==> src/rtl/plm_pkg.sv <==
// Package for the positional list engine: operation and status codes,
// controller states, cell command struct and default sizes.
// No dependencies.
package plm_pkg;

    // Default sizes
    localparam int unsigned CAPACITY_DEFAULT   = 64;
    localparam int unsigned DATA_WIDTH_DEFAULT = 32;

    // Match bits examined per scan cycle
    localparam int unsigned GROUP_SIZE = 8;

    // Operation codes
    localparam logic [1:0] OP_INSERT = 2'd0;
    localparam logic [1:0] OP_GET    = 2'd1;
    localparam logic [1:0] OP_REMOVE = 2'd2;
    localparam logic [1:0] OP_SEARCH = 2'd3;

    // Status codes
    localparam logic [1:0] ST_OK   = 2'd0;
    localparam logic [1:0] ST_BAD  = 2'd1;
    localparam logic [1:0] ST_FULL = 2'd2;

    // Register map: word index and reset value
    localparam logic       REG_COMPARE_MASK  = 1'b0;
    localparam logic [31:0] MASK_RESET       = 32'hFFFF_FFFF;

    // Controller states
    typedef enum logic [1:0] {
        S_IDLE,
        S_EXEC,
        S_SCAN
    } plm_state_t;

    // Command broadcast to every cell
    typedef struct packed {
        logic ins;   // insert: load at position, shift up above it
        logic rem;   // remove: shift down from position
    } plm_cmd_t;

    // Scanner status toward the controller
    typedef struct packed {
        logic hit;   // current group holds a match
        logic last;  // current group is the final one
    } plm_scan_stat_t;

endpackage

==> src/rtl/plm_scan.sv <==
// First-match scanner: holds the registered match vector and walks it one
// group of bits per cycle while advance is high. Depends on plm_pkg.
module plm_scan #(
    parameter int unsigned CAPACITY = plm_pkg::CAPACITY_DEFAULT,
    parameter int unsigned IDX_W    = $clog2(CAPACITY)
) (
    input  logic                       aclk,
    input  logic                       start,
    input  logic                       advance,
    input  logic [CAPACITY-1:0]        match_vec,
    output plm_pkg::plm_scan_stat_t    stat,
    output logic [IDX_W-1:0]           found_index
);

    localparam int unsigned GS      = plm_pkg::GROUP_SIZE;
    localparam int unsigned NGROUPS = (CAPACITY + GS - 1) / GS;
    localparam int unsigned VEC_W   = NGROUPS * GS;
    localparam int unsigned GCNT_W  = $clog2(NGROUPS + 1);
    localparam int unsigned LOC_W   = $clog2(GS);

    logic [VEC_W-1:0]  vec_reg;
    logic [VEC_W-1:0]  vec_next;
    logic [GCNT_W-1:0] grp_reg;
    logic [GCNT_W-1:0] grp_next;
    logic [LOC_W-1:0]  local_idx;

    always_comb begin
        vec_next = vec_reg;
        grp_next = grp_reg;
        if (start) begin
            vec_next = VEC_W'(match_vec);
            grp_next = '0;
        end else if (advance) begin
            vec_next = vec_reg >> GS;
            grp_next = grp_reg + 1'b1;
        end
    end

    always_ff @(posedge aclk) begin
        vec_reg <= vec_next;
        grp_reg <= grp_next;
    end

    // lowest set bit of the current group
    always_comb begin
        local_idx = '0;
        for (int i = GS - 1; i >= 0; i--) begin
            if (vec_reg[i]) begin
                local_idx = LOC_W'(i);
            end
        end
    end

    assign stat.hit    = |vec_reg[GS-1:0];
    assign stat.last   = (grp_reg == GCNT_W'(NGROUPS - 1));
    assign found_index = IDX_W'({grp_reg, local_idx});

endmodule

==> config.mk <==
export PLATFORM = sky130hd
export DESIGN_NAME = plm_scan
export DESIGN_NICKNAME = d
export VERILOG_FILES = /design/src/rtl/plm_pkg.sv /design/src/rtl/plm_scan.sv
export SDC_FILE = /design/constraint.sdc
export NUM_CORES = 1
export LEC_CHECK = 0
export BUFFER_PORTS_ARGS = -buffer_cell sky130_fd_sc_hd__buf_2
export CAP_MARGIN = 15
export CORE_UTILIZATION = 38
export DETAILED_ROUTE_END_ITERATION = 7
export GPL_TIMING_DRIVEN = 0
export SLEW_MARGIN = 10
export SYNTH_ARGS = -nofsm -noshare
export SYNTH_HDL_FRONTEND = slang
export SYNTH_SLANG_ARGS = --single-unit
export TNS_END_PERCENT = 1
==> constraint.sdc <==
create_clock -name aclk -period 5.6 [get_ports aclk]
set_clock_uncertainty 0.05 [all_clocks]
set_input_delay 1.12 -clock aclk [delete_from_list [all_inputs] [get_ports aclk]]
set_output_delay 1.12 -clock aclk [all_outputs]
set_load 0.01 [all_outputs]
# == Word-level counts from Yosys, hierarchy flattened ==
# Cells that the tools add are included.
# word_totals
in_bits,67
output_inout_bits,8
word_cells,16
regBits,68
# op_classes
n_reduce_logical,2
mux,10
add_sub_neg,1
n_eq_ne,1
# ops
cell,n
$mux 64,2
$mux 3,8
$reduce_or 8->1,1
$add 4x1->4 const B,1
$eq 4x3->1 const B,1
$reduce_bool 2->1,1

# == Longest topological paths before layout ==
# logic_depth
depth_word,8
depth_mapped,4
ltp_nobuf,4

# == Worst setup path after synthesis ==
# OpenSTA, ideal clock, no wires.
# synth_timing
path_type,input to register
from,input port start
to,register vec_reg[0] (enable)
setup_ns,0.394
setup_slack_ns,2.819
stages,4
required_time_ns,5.156
arrival_ns,2.337
n_path_buf,3
path_cell_list,buf_6 > buf_6 > buf_6 > or2_2
# synth_between
elab_chain_len,1
# synth_rtl
item,line_no,text
"start, declared",plm_scan.sv:8,"input logic start,"
$reduce_bool 2->1 (no line),n/a,
"end signal, assigned",plm_scan.sv:40,vec_reg <= vec_next;
"end, declared",plm_scan.sv:21,logic [VEC_W-1:0] vec_reg;
# No other way between the ends.
# A chain may end at the register's enable or synchronous reset.

# == Worst setup path after layout ==
# layout_timing
from,register vec_reg[6]
to,output port found_index[2]
# layout_between
elab_chain_len,7
# layout_rtl
item,line_no,text
$mux 3 (7 in series),plm_scan.sv:48,if (vec_reg[i]) begin
"end, declared",plm_scan.sv:12,output logic [IDX_W-1:0] found_index
# No other way between the ends.

==> metrics.md <==
| Metric | Value |
|---|---|
| Status | `finished, final reports clean` |
| Setup TNS | `0 ns` |
| # DRC | `0` |
| Area Overhead vs Synth | `25.3%` |
| Final ANT Viol Nets | `0` |
| Main combinational cell family by area after synthesis | `multiplexers` |
| Period minus WS final | `~2.6 ns` |
| Hold_buf cts | `0` |
| CP max stage delay | `approximately 0.43 ns` |
| Max-Slew Margin vs Limit | `0.720` |
| Site row count | `31` |
| Max Clk Rate | `380 MHz` |
| CTS root buffer | `clkbuf_8` |
| Setup WS pre-CTS | `2.93 ns` |
| Maximum number of pins on one net before global-route repair | `37` |
| Clock network power share | `0.385` |
| Post-CTS setup buffer count | `0` |
| WP data required | `between 4 and 5 ns` |
| Post-route setup slack | `2.97 ns` |
| CTS buffer count | `9` |
| Die W | `90.1 um` |
| Leading cell type in the layout, fill and taps excluded | `buf_2` |
| Mux contribution to synthesized area | `0.226` |
| Synth Register Bits | `68` |
| Routed vias | `1,631` |
| TritonRoute pass-1 iters | `3` |
| Antenna violations before repair | `0` |
| Clk_lat worst skew | `0.34 ns` |
| DR WL/cell | `13.2 um` |
| First-pass GRT wire length | `7710 um` |
| Synth Area in Compound Gates | `0.0114` |
| Routability congestion estimate | `0.683` |
| Die area | `8120 sq um` |
| Total GRT Usage | `0.126` |
| Cell area power density | `328 nW/um^2` |
| Hold crit path type | `reg2reg` |
| Synth Area per Inst | `17.4 sq um` |
| CTS tree | `done` |
| Cell taking the most area after synthesis | `edfxtp_1` |
| Final WL | `4730 um` |
| Clock sinks | `68` |
| Post-synth top area share | `0.651` |
| Sequence of cells on the critical path | `nor4_1, and3b_1, buf_2` |
| Switching share of power | `0.198` |
| Fin area | `3700 sq um` |
| Simple-Gate Fraction of Synth Area | `0.0428` |
| Clock Path Buffers | `2` |
| Post-synthesis xor/xnor area fraction | `0.00890` |
| Yosys cell types | `27` |
| WP data arrival | `1.46 ns` |
| Setup Crit Path Kind | `reg2out` |
| R2R Path Start | `grp_reg[0]` |
| Worst hold slack | `0.483 ns` |
| Sequential-to-total area share from yosys stat | `0.678` |
| Max VDD drop | `0.000129 V` |
| Final net count | `323` |
| YS warnings | `0` |
| Final worst-path cycle share | `0.470` |
| Cell area after synthesis | `approximately 3000 sq um` |
| Core area | `between 7000 and 8000 sq um` |
| Critical path startpoint category | `flip-flop` |
| Total grt overflow | `0` |
| Combinational Power Share | `0.094` |
| Clock slew at reported path FFs | `approximately 0.07 ns` |
| P_leak | `1.51 nW` |
| Layout cells sized above 1 | `0.604` |
| Cells after synthesis | `170` |
| Vias in the first global route | `1,705` |
| Post-Syn Nets | `238` |
| Critical path fanouts, max | `3` |
| Hpwl dp | `roughly 3300 um` |
| CP endpoint kind | `output port` |
| Max reg flops | `64` |
| Synth top area cells | `edfxtp_1 65%, mux2_2 19%, mux2_4 3.6%` |
| Max cap viols | `0` |
| Crit path from | `vec_reg[6]` |
| Critical path's slowest cell | `edfxtp_1` |
| Initial core utilization | `0.401` |
| Hold_sp | `grp_reg[3]` |
| Resize count post-CTS | `0` |
| Flop pwr share | `0.521` |
| H-tree depth | `3` |
| First DRT Iteration DRCs | `31` |
| RSZ-0062 raised after global routing | `false` |
| Final hold violations | `0` |
| Die height | `approximately 90 um` |
| Filler cells | `676` |
| Least-Margin Pin Slew | `0.420 ns` |
| Setup-failing EPs final | `0` |
| Port buffer count | `73` |
| P_int | `roughly 0.97 mW` |
| Dpl cell area | `3460 sq um` |
| Vias per std cell | `between 4 and 5` |
| Ant. Diodes | `0` |
| Post-Synth Adder-Cell Area | `0.00424` |
| Commonest non-fill, non-tap cells in the layout | `77 x buf_2, 64 x edfxtp_1, 49 x mux2_2` |
| Count of pins over their slew limit | `0` |
| Psw | `~0.24 mW` |
| IO Count | `75` |
[power by group through the flow]
stage,sequential [mW],clock (mW),combinational (mW)
floorplan,0.640,0,0.0760
global placement,0.644,0,0.111
detailed placement,0.645,0,0.116
CTS,0.634,0.479,0.116
global route,0.639,0.497,0.125
finish,0.633,0.467,0.114
[final cells by class]
type / instances / area [sq um] / area share
clock buffers: 12 / 165 / 0.0447
inverters: 1 / 3.75 / 0.00101
clock inverters: 4 / 70.1 / 0.0189
repair buffers: 74 / 385 / 0.104
multi-input cells: 90 / 868 / 0.235
plain buffers: 11 / 80.1 / 0.0217
flip-flops and latches: 68 / 2000 / 0.541
well taps: 99 / 124 / 0.0335
[worst max-delay path, delay by kind of cell (launching register included)]
kind,cells,cell delay (ns)
AND/OR/NAND/NOR,2,0.56
flip-flops,1,0.43
buffers and inverters,1,0.13
[synth_stat cells]
library cell / count
inv_1: 1
nor4_1: 1
nand3_1: 1
or2_2: 1
mux2_2: 49
buf_6: 3
a21boi_0: 1
mux2i_1: 1
nand2_1: 2
buf_4: 3
nand4_1: 1
clkbuf_1: 1
xor2_1: 2
buf_2: 4
and3b_1: 1
dfxtp_1: 4
o21ai_0: 1
nor2b_1: 1
o21bai_1: 1
edfxtp_1: 64
xnor2_1: 1
mux2_4: 7
o41ai_1: 1
a21oi_1: 1
nor2_1: 8
ha_1: 1
and2_1: 8
[through the flow]
step	utilization	std cells	total power, mW
5_1_grt	0.502	359	1.26
4_1_cts	0.502	359	1.23
2_1_floorplan	-	170	0.716
3_5_place_dp	0.470	343	0.761
3_3_place_gp	0.467	342	0.755
6_report	0.502	359	1.21
[kinds of logic after synthesis]
group	count (synthesis)
flops	68
mux	57
simple gates	24
buf+inv	12
compound gates	5
xor+xnor	3
fa+ha+maj	1
[per-layer routing]
metal  vias to the layer above  routed length (um)  track usage
li1                        809                   -            -
met1                       753                2050        0.143
met2                        58                2180        0.199
met3                        11                 371       0.0508
met4                         0                 123       0.0766
met5                         -                   0            0
[worst paths after layout]
check                   endpoint  slack [ns]  cells after the start
setup / recovery  found_index[2]        2.97                      3
hold / removal        grp_reg[3]        0.48                      2
setup reg to reg      grp_reg[1]        4.59                      3
hold reg to reg       grp_reg[3]        0.48                      2
Power figures use the tool's default switching activity.
