===== src/rtl/plm_pkg.sv =====
// Package for the positional list engine: operation and status codes,
// controller states, cell command struct and default sizes.
// No dependencies.
package plm_pkg;

    // Default sizes
    localparam int unsigned CAPACITY_DEFAULT   = 64;
    localparam int unsigned DATA_WIDTH_DEFAULT = 32;

    // Match bits examined per scan cycle
    localparam int unsigned GROUP_SIZE = 8;

    // Operation codes
    localparam logic [1:0] OP_INSERT = 2'd0;
    localparam logic [1:0] OP_GET    = 2'd1;
    localparam logic [1:0] OP_REMOVE = 2'd2;
    localparam logic [1:0] OP_SEARCH = 2'd3;

    // Status codes
    localparam logic [1:0] ST_OK   = 2'd0;
    localparam logic [1:0] ST_BAD  = 2'd1;
    localparam logic [1:0] ST_FULL = 2'd2;

    // Register map: word index and reset value
    localparam logic       REG_COMPARE_MASK  = 1'b0;
    localparam logic [31:0] MASK_RESET       = 32'hFFFF_FFFF;

    // Controller states
    typedef enum logic [1:0] {
        S_IDLE,
        S_EXEC,
        S_SCAN
    } plm_state_t;

    // Command broadcast to every cell
    typedef struct packed {
        logic ins;   // insert: load at position, shift up above it
        logic rem;   // remove: shift down from position
    } plm_cmd_t;

    // Scanner status toward the controller
    typedef struct packed {
        logic hit;   // current group holds a match
        logic last;  // current group is the final one
    } plm_scan_stat_t;

endpackage


===== src/rtl/plm_cell.sv =====
// One list cell: holds a single entry, shifts with its neighbors and
// compares its entry with the search key. Depends on plm_pkg.
module plm_cell #(
    parameter int unsigned INDEX      = 0,
    parameter int unsigned CNT_W      = 7,
    parameter int unsigned DATA_WIDTH = plm_pkg::DATA_WIDTH_DEFAULT
) (
    input  logic                  aclk,
    input  plm_pkg::plm_cmd_t     cmd,
    input  logic [CNT_W-1:0]      position,
    input  logic [CNT_W-1:0]      count,
    input  logic [DATA_WIDTH-1:0] value,
    input  logic [DATA_WIDTH-1:0] mask,
    input  logic [DATA_WIDTH-1:0] left_data,
    input  logic [DATA_WIDTH-1:0] right_data,
    output logic [DATA_WIDTH-1:0] data,
    output logic                  match
);

    localparam logic [CNT_W-1:0] IDX = CNT_W'(INDEX);

    logic [DATA_WIDTH-1:0] data_reg;
    logic [DATA_WIDTH-1:0] data_next;

    always_comb begin
        data_next = data_reg;
        if (cmd.ins) begin
            if (IDX == position) begin
                data_next = value;
            end else if (IDX > position) begin
                data_next = left_data;
            end
        end else if (cmd.rem) begin
            if (IDX >= position) begin
                data_next = right_data;
            end
        end
    end

    always_ff @(posedge aclk) begin
        data_reg <= data_next;
    end

    assign data  = data_reg;
    assign match = (IDX < count) && (((data_reg ^ value) & mask) == '0);

endmodule


===== config.mk =====
export PLATFORM = sky130hd
export DESIGN_NAME = plm_cell
export DESIGN_NICKNAME = d
export VERILOG_FILES = /design/src/rtl/plm_pkg.sv /design/src/rtl/plm_cell.sv
export SDC_FILE = /design/constraint.sdc
export NUM_CORES = 1
export LEC_CHECK = 0
export BUFFER_PORTS_ARGS = -buffer_cell sky130_fd_sc_hd__buf_2
export CAP_MARGIN = 20
export CORE_MARGIN = 8
export CORE_UTILIZATION = 42
export DETAILED_ROUTE_END_ITERATION = 6
export GPL_ROUTABILITY_DRIVEN = 0
export PLACE_DENSITY = 0.87
export SLEW_MARGIN = 20
export SYNTH_ARGS = -nofsm -noshare
export SYNTH_HDL_FRONTEND = slang
export SYNTH_SLANG_ARGS = --single-unit

===== constraint.sdc =====
create_clock -name aclk -period 4.62 [get_ports aclk]
set_clock_uncertainty 0.1 [all_clocks]
set_input_delay 0 -clock aclk [delete_from_list [all_inputs] [get_ports aclk]]
set_output_delay 0 -clock aclk [all_outputs]
set_load 0.005 [all_outputs]

# Yosys cells after proc, flatten, opt, wreduce, memory -nomap -nowiden
# Cells that the tools add are included.
[op_classes] order_cmp=3 n_eq_ne=1 n_mux=5 bitwise_logic=2 n_reduce_logical=6
[ops] cell="32-bit two-way mux" n=5
[ops] cell="32-bit AND" n=1
[ops] cell="32-bit zero test" n=1
[ops] cell="32-bit bitwise XOR" n=1
[ops] cell="1-bit by 7-bit >= comparator with 1-bit output, first input constant" n=1
[ops] cell="1-bit by 7-bit greater-than comparator with 1-bit output, first input constant" n=1
[ops] cell="7-bit zero test" n=1
[ops] cell="1-bit by 7-bit less-than comparator with 1-bit output, first input constant" n=1
[ops] cell="2-bit nonzero test" n=2
[ops] cell="3-bit by 1-bit inequality test with 1-bit output, second input constant" n=1
[ops] cell="3-bit AND reduction" n=1
[ops] cell="1-bit logical AND" n=1
[totals] register_bits=32 inputBits=145

# Depth between registers and ports, before layout
# Gate-level depths: netlist of the first run.
[logic_depth] ltp_word=4 depth_mapped=5 depth_no_buf=5

# Worst setup path after synthesis of the first run
# No wires, ideal clock.
[synth_timing] kind="input -> register" from="input position[4]" to="register data_reg[0], in the netlist data[0] (enable)" setup_time_ps=421 t_arrival_ps=2029 required_ps=4099 path_slack_ps=2070 cell_stages=4 path_cell_list="nor4_2 > nand2_2 > buf_2 > nor2_1"
[synth_via] elab_chain_cells=3 elab_cells_between_ends=6 classes_between="2 x order compare; 1 x eq/ne; 3 x reduce/logical"
[synth_rtl] element="start, declared" line_no="plm_cell.sv:10" source="input logic [CNT_W-1:0] position,"
[synth_rtl] element="1-bit by 7-bit greater-than comparator with 1-bit output (tied with other cells)" line_no="plm_cell.sv:30" source="end else if (IDX > position) begin"
[synth_rtl] element="3-bit by 1-bit inequality test with 1-bit output (no line) / 2-bit nonzero test (equally long branches)"
[synth_rtl] element="3-bit AND reduction (no line) *"
[synth_rtl] element="end signal, assigned" line_no="plm_cell.sv:41" source="data_reg <= data_next;"
[synth_rtl] element="end, declared" line_no="plm_cell.sv:22" source="logic [DATA_WIDTH-1:0] data_reg;"
# Mark *: on every way between the ends. The rest lies on a longest branch, timed or not.
# A chain may end at the register's enable or synchronous reset.

# Worst setup path in the final report of the first run
[layout_timing] from="input position[4]" to="register data_reg[12], in the netlist data[12] (enable)"
# The elaborated chain is that of the path after synthesis.

==> results of run 1 <==
==> power by group <==
part	internal, mW	switching, mW	total [mW]	leakage, nW
Sequential	0.324	0.00105	0.325	0.298
Clock	0.105	0.0959	0.201	0.0399
Combinational	0.0966	0.0659	0.162	1.49
Total	0.525	0.163	0.688	1.83
==> cell type report <==
class	count	area [µm²]
antenna	1	2.50
clock buffer	7	76.3
clock inverter	1	3.75
fill	374	1280
multi-input combinational	156	1110
sequential	32	961
tap	67	83.8
timing repair buffer	215	1260
==> cells in the mapped netlist <==
library cell / number / area [µm²]
a21oi_1: 32 / 160
a221oi_2: 3 / 45.0
a222oi_1: 1 / 10.0
a22o_1: 3 / 26.3
a22oi_1: 9 / 67.6
buf_2: 3 / 15.0
clkbuf_1: 7 / 26.3
edfxtp_1: 32 / 961
mux2i_1: 32 / 320
nand2_2: 1 / 6.26
nand3_1: 3 / 15.0
nand4_1: 1 / 6.26
nor2_1: 34 / 128
nor3_1: 2 / 10.0
nor4_1: 1 / 6.26
nor4_2: 2 / 25.0
xor2_1: 32 / 280
==> worst max-delay path by stage <==
| stage | from | to | slack [ns] | cells past startpoint |
|---|---|---|---|---|
| finish | position[4] | data[12]$_DFFE_PP_ | 2.42 | 4 |
| global route | position[4] | data[13]$_DFFE_PP_ | 2.28 | 4 |
| CTS | position[4] | data[15]$_DFFE_PP_ | 2.40 | 4 |
| detailed placement | position[4] | data[15]$_DFFE_PP_ | 2.11 | 4 |
| global placement | position[4] | data[15]$_DFFE_PP_ | 2.17 | 4 |
| floorplan | position[4] | data[0]$_DFFE_PP_ | 2.07 | 4 |
==> through the flow <==
| step | cells | utilization (%) |
|---|---|---|
| floorplan | 198 | - |
| global placement | 433 | 63.8 |
| detailed placement | 433 | 63.8 |
| CTS | 478 | 73.2 |
| global route | 479 | 73.2 |
| finish | 479 | 73.2 |
==> layer usage <==
| layer | wire length, µm | part of all wire, % | track usage (%) | up-vias |
|---|---|---|---|---|
| li1 | - | - | - | 1162 |
| met1 | 2710 | 34 | 18.9 | 1072 |
| met5 | 0 | 0 | 0 | - |
| met4 | 148 | 1.8 | 6.73 | 0 |
| met3 | 781 | 9.7 | 8.58 | 12 |
| met2 | 4390 | 55 | 40.9 | 132 |
==> logic make-up after synthesis <==
| logic type | count (synthesis) | share of synthesized area, % |
|---|---|---|
| simple gates | 44 | 9.32 |
| buf+inv | 10 | 1.96 |
| compound gates | 48 | 14.7 |
| xor+xnor | 32 | 13.3 |
| mux | 32 | 15.2 |
| flops | 32 | 45.6 |
==> impl_metrics.ini, run 1 <==
[cells_and_area]
area_growth_syn_to_layout_pct = 66.2
fin_area_mm2 = 0.00350
drive_gt1_share_pct = 46.2
largest_reg_flops = 32
layout_commonest_cell = buf_2
finalNetCount = 555
layout_common_cells = buf_2, dlygate4sd3_1, nor2_1

[critical_path]
worstPathCellList = buf_2, nor4_2, nand2_2, nor2_4
crit_path_end_kind = register
slowest_stage = nor2_4
cp_max_fo = 33
critPathBufInv = 1
cp-start-kind = input port
cp.required_ns = 4.42
cp.arrival_ns = 2.00
crit_family = simple AND/OR/NAND/NOR gates
max_stage_delay_ns = 0.96
path_class = in -> reg

[die]
initial_utilization_pct = 44.1
core_area_mm2 = 0.00479
dieArea_mm2 = 0.00754
rows = 25
io-pin-count = 178
die_h_um = 86.9
die_w_um = 86.9

[sta]
max_slew_margin_pct = 30.0
fin_ws_ns = 2.42
tns_ns = 0
rsz0062_at_grt = no
fin_crit_sh_pct = 47.6
setup_viol = 0
post-route-min-period_ns = 2.20
whs_ns = 0.0105
report.final.hold_viol_count = 0
tightest_slew_ns = 1.05
fmax_mhz = 455
maxSlewViolCount = 0

[global_route]
grt_pass1_wl_um = 12400
overflow = 0
antenna_found_initial = 1
grt_start_max_net_pins = 66
track_usage_pct = 21.0
grt_pass1_vias = 2679

[min_path]
min_from = left_data[2]
hold_end = data[2]$_DFFE_PP_
whs_path_depth = 3
hold_path_class = in -> reg

[synth]
ys_seq_area_share_pct = 45.6
syn_area_per_cell_um2 = 10.6
yosysWarnings = 0
ys_ff_latch = 32
netlist_area_mm2 = 0.00211
syn-num-nets = 343
synth_cells = 198
synthDistinctLibCells = 17

[pwr]
peakVddDrop_mv = 0.136
powerDensity_mw_per_mm2 = 196
p_leak_nw = 1.83
power_mw = 0.688

[clocking]
postCtsSetupBuffers = 0
clk_pin_slew_ns = 0.06
htree_levels = 2
cts_tree = yes
hold_buffers = 37
numCtsBuffers = 5
clockRootBuffer = clkbuf_8
clock_path_buffers = 2
postCtsResizedCells = 0
clkSinkCount = 32

[flow_run]
cap_violations = 0

[routing]
dr.pass1.iters = 4
via_per_inst = 4.96
drt-initial-drc-count = 101
vias = 2378
routedWlPerCell_um = 16.8
wl_um = 8030
ant_nets = 0
drcViolationCount = 0

[place]
placed_cell_area_mm2 = 0.00305
place_ws_ns = 2.11
dp.final_hpwl_um = 6010
port_buffers = 177

[outcome]
outcome = complete, no violations
(Power assumes the default switching activity.)
==> run 2, diff against run 1 <==
Settings changed: CORE_UTILIZATION 42 to 39, PLACE_DENSITY 0.87 to 0.81.
Clock period 4.62 ns to 2.2 ns, I/O delays scaled along.
==> run 2 against run 1 <==
Against the previous run: the run now ends with hold timing left; critical path type is now reg -> out; sequential cell count is the same; largest power group unchanged; non-clock buffer count grew 2; highest routed layer unchanged; setup slack lost 2.2 ns; critical path depth grew 2.
==> impl_metrics.ini, run 2 (synthesis gave the netlist of run 1 again) <==
[die]
initial_utilization_pct = 40.8
rows = 26
die_h_um = 89.5
core_area_mm2 = 0.00517
die_w_um = 89.5
dieArea_mm2 = 0.00801
io-pin-count = 178

[sta]
setup_viol = 0
max_slew_margin_pct = 68.3
fin_crit_sh_pct = 89.8
maxSlewViolCount = 0
fmax_mhz = 506
tightest_slew_ns = 0.475
whs_ns = -0.00572
report.final.hold_viol_count = 2
tns_ns = 0
rsz0062_at_grt = no
post-route-min-period_ns = 1.98

[critical_path]
crit_path_end_kind = output port
cp.required_ns = 2.10
path_class = reg -> out
cp_max_fo = 2
cp.arrival_ns = 1.88
worstPathCellList = xor2_1, a22o_1, a221oi_2, nand3_1, nor4_2, buf_2
critPathBufInv = 1
cp-start-kind = register
max_stage_delay_ns = 0.41
slowest_stage = edfxtp_1
crit_family = compound AO/OA/AOI/OAI gates

[routing]
drcViolationCount = 0
vias = 2367
dr.pass1.iters = 4
via_per_inst = 4.89
ant_nets = 0
wl_um = 8440
drt-initial-drc-count = 72
routedWlPerCell_um = 17.4

[cells_and_area]
drive_gt1_share_pct = 47.0
ff_latch_area_um2 = 961
largest_reg_flops = 32
layout_common_cells = buf_2, dlygate4sd3_1, nor2_1
finalNetCount = 557
area_growth_syn_to_layout_pct = 67.5
multi_input_area_mm2 = 0.00111
layout_commonest_cell = buf_2
fillCellCount = 405

[clocking]
clockRootBuffer = clkbuf_8
clkSinkCount = 32
clk_pin_slew_ns = 0.06
hold_buffers = 35
postCtsSetupBuffers = 0
postCtsResizedCells = 0
htree_levels = 2
cts_tree = yes
clock_path_buffers = 2
numCtsBuffers = 5

[pwr]
powerDensity_mw_per_mm2 = 413
power_mw = 1.46
p_leak_nw = 1.85
peakVddDrop_mv = 0.272

[min_path]
hold_path_class = in -> reg

[place]
port_buffers = 177
dp.final_hpwl_um = 6440

[global_route]
track_usage_pct = 20.6
overflow = 0
antenna_found_initial = 0
grt_pass1_wl_um = 12600
grt_start_max_net_pins = 42
grt_pass1_vias = 2668

[outcome]
outcome = complete, but fails checks
failed_checks = hold timing

[flow_run]
cap_violations = 0
-- run 2: changes by cell type in the layout (fill, tap and decap cells not counted), sizes merged --
cell         change
buf              +4
dlygate4sd3      -2
-- run 2: where the power goes --
| part | total, mW | internal (mW) | switching [mW] |
|---|---|---|---|
| combinational | 0.347 | 0.204 | 0.143 |
| clock | 0.430 | 0.220 | 0.210 |
| sequential | 0.681 | 0.679 | 0.00200 |
-- run 2: final cells by class --
type,instances,share of cell area [%]
diodes,1,0.0709
clock buffers,7,2.16
clock inverters,1,0.106
multi-input cells,156,31.5
flip-flops and latches,32,27.2
well taps,70,2.48
repair buffers,217,36.4
-- run 2: layer usage --
metal | track usage, % | routed length (µm)
met2 | 39.8 | 4580
met3 | 7.17 | 820
met1 | 20.0 | 2920
met4 | 5.74 | 125
met5 | 0 | 0
-- run 2: worst paths after layout --
check                       endpoint                from  slack, ns  depth (start not counted)
hold / removal    data[29]$_DFFE_PP_      right_data[29]     -0.006                          3
setup / recovery               match  data[29]$_DFFE_PP_       0.22                          6
-- run 2: through the flow --
stage                     area [µm²]  hold slack (ns)  util (%)  setup slack (ns)  instances
final                           3530         -0.00572      68.3             0.224        484
after global placement          3100            0.211      59.9             0.454        440
after global routing            3530          0.00584      68.2            0.0754        483
after floorplan                 2110           0.0467         -             0.180        198
after CTS                       3530          0.00213      68.2             0.163        483
after detailed placement        3100            0.222      59.9             0.476        440
==> run 3, diff against run 2 <==
Settings changed: ABC_AREA set to 1, CORE_UTILIZATION 39 to 43, PLACE_DENSITY 0.81 to 0.82.
==> run 3 against run 2 <==
Against the previous run: the flow now finishes without violations; highest routed layer unchanged; sequential power hardly changed; die area is 13% higher; design area is 20% higher; clock power is 5.8% lower; worst hold slack better by 0.0099 ns; synthesized area is 28% higher; via count is 36% higher; non-clock buffer count is 21 higher; largest power group unchanged.
==> impl_metrics.ini, run 3 <==
[outcome]
outcome = complete, no violations

[clocking]
htree_levels = 2
postCtsSetupBuffers = 0
cts_tree = yes
clk_pin_slew_ns = 0.06
numCtsBuffers = 5
postCtsResizedCells = 0
clockRootBuffer = clkbuf_8
clkSinkCount = 32
clock_path_buffers = 2

[place]
place_inst = 602
port_buffers = 177
dp.final_hpwl_um = 7390
place_ws_ns = 0.668

[critical_path]
max_stage_delay_ns = 0.76
cp.arrival_ns = 1.80
cp_max_fo = 32
cp-start-kind = input port
cp.required_ns = 2.24
crit_path_end_kind = register
path_class = in -> reg
worstPathCellList = buf_2, inv_1, nand2_1, o21ai_2, dlygate4sd3_1
critPathBufInv = 3
slowest_stage = inv_1
crit_family = buffers and inverters

[synth]
synth_compound_area_share_pct = 15.7
synth_fa_ha_area_share_pct = 0
synthDistinctLibCells = 20
yosysWarnings = 0
synthMuxAreaShare_pct = 0
yosysMostFrequentCell = nand2_1
synth.top_cell.area_share_pct = 35.7
synthArstFlopShare_pct = 0
syn_area_per_cell_um2 = 7.57
synth_top_family_by_area = simple AND/OR/NAND/NOR gates
synth_common_cells = nand2_1, nor2_1, o21ai_1, inv_1, edfxtp_1
yosys-top-cells-area = edfxtp_1, nand2_1, nor2_4
syn-num-nets = 501
synth_cells = 356
synth_simple_gate_area_share_pct = 38.6
ys_seq_area_share_pct = 35.7
synth.largest_area_cell = edfxtp_1
synthFlopType = edfxtp_1
netlist_area_mm2 = 0.00269
synthXorXnorAreaFrac_pct = 0
ys_ff_latch = 32
synth_edf_count = 32

[sta]
tightest_slew_ns = 1.01
fmax_mhz = 570
fin_crit_sh_pct = 79.7
setup_viol = 0
tns_ns = 0
report.final.hold_viol_count = 0
fin_ws_ns = 0.446
post-route-min-period_ns = 1.75
maxSlewViolCount = 0
max_slew_margin_pct = 32.4
rsz0062_at_grt = no

[cells_and_area]
finalNetCount = 734
area_growth_syn_to_layout_pct = 57.6
largest_reg_flops = 32
stdcell_count = 667
layout_common_cells = buf_2, nand2_1, dlygate4sd3_1
drive_gt1_share_pct = 41.1
fillCellCount = 528
utilization_pct = 68.4
layout_commonest_cell = buf_2

[routing]
routedWlPerCell_um = 15.0
drcViolationCount = 0
drt-initial-drc-count = 101
vias = 3225
ant_nets = 0
wl_um = 10000
via_per_inst = 4.84
dr.pass1.iters = 4

[die]
initial_utilization_pct = 43.4
core_area_mm2 = 0.00620
io-pin-count = 178
die_w_um = 95.2
rows = 29
die_h_um = 95.2
dieArea_mm2 = 0.00905

[pwr]
p_leak_nw = 2.09
powerDensity_mw_per_mm2 = 358
power_mw = 1.52
peakVddDrop_mv = 0.209

[global_route]
grt_pass1_wl_um = 15900
grt_pass1_vias = 3455
overflow = 0
grt_start_max_net_pins = 34
track_usage_pct = 22.2
antenna_found_initial = 0

[min_path]
hold_path_class = in -> reg

[flow_run]
cap_violations = 0
## run 3: cell types whose count changed after synthesis, moves of 32 or more
cell	before	now
mux2i_1	32	0
inv_1	0	38
nand2_1	0	106
xor2_1	32	0
a21oi_1	32	0
o21ai_1	0	41
## run 3: kinds of logic after synthesis
group	after synthesis
AO/OA/AOI/OAI	69
buffers and inverters	51
flip-flops	32
AND/OR/NAND/NOR	204
## run 3: stage by stage
stage	hold WS, ns	area (µm²)
finish	0.00416	4250
global route	0.0117	4240
CTS	0.00349	4240
detailed placement	0.183	3600
global placement	0.175	3600
floorplan	0.0912	2700
## run 3: report_power, final
part           internal, mW  switching, mW
Sequential            0.679        0.00257
Combinational         0.240          0.193
Clock                 0.208          0.196
## run 3: final timing paths
path / cells after the start / end / start
hold / removal: 3 / data[26]$_DFFE_PP_ / left_data[26]
setup / recovery: 5 / data[18]$_DFFE_PP_ / cmd[1]
## run 3: cell type report
type | count | area (µm²) | area share [%]
sequential | 32 | 961 | 22.6
tap | 77 | 96.3 | 2.27
multi-input combinational | 273 | 1470 | 34.7
timing repair buffer | 238 | 1490 | 35.0
inverter | 39 | 151 | 3.57
clock inverter | 2 | 7.51 | 0.177
clock buffer | 5 | 68.8 | 1.62
antenna | 1 | 2.50 | 0.0589
## run 3: what timing repair did
action / in CTS / in global routing
hold buffers: 57 / 0
hold endpoints to repair: 32 / 0
setup endpoints to repair: 0 / 0
## run 3: metal layers
layer  global-route usage, %  wire length (µm)
met5                       0                 0
met4                    6.89                89
met3                    5.35               831
met2                    40.6              5280
met1                    24.6              3810
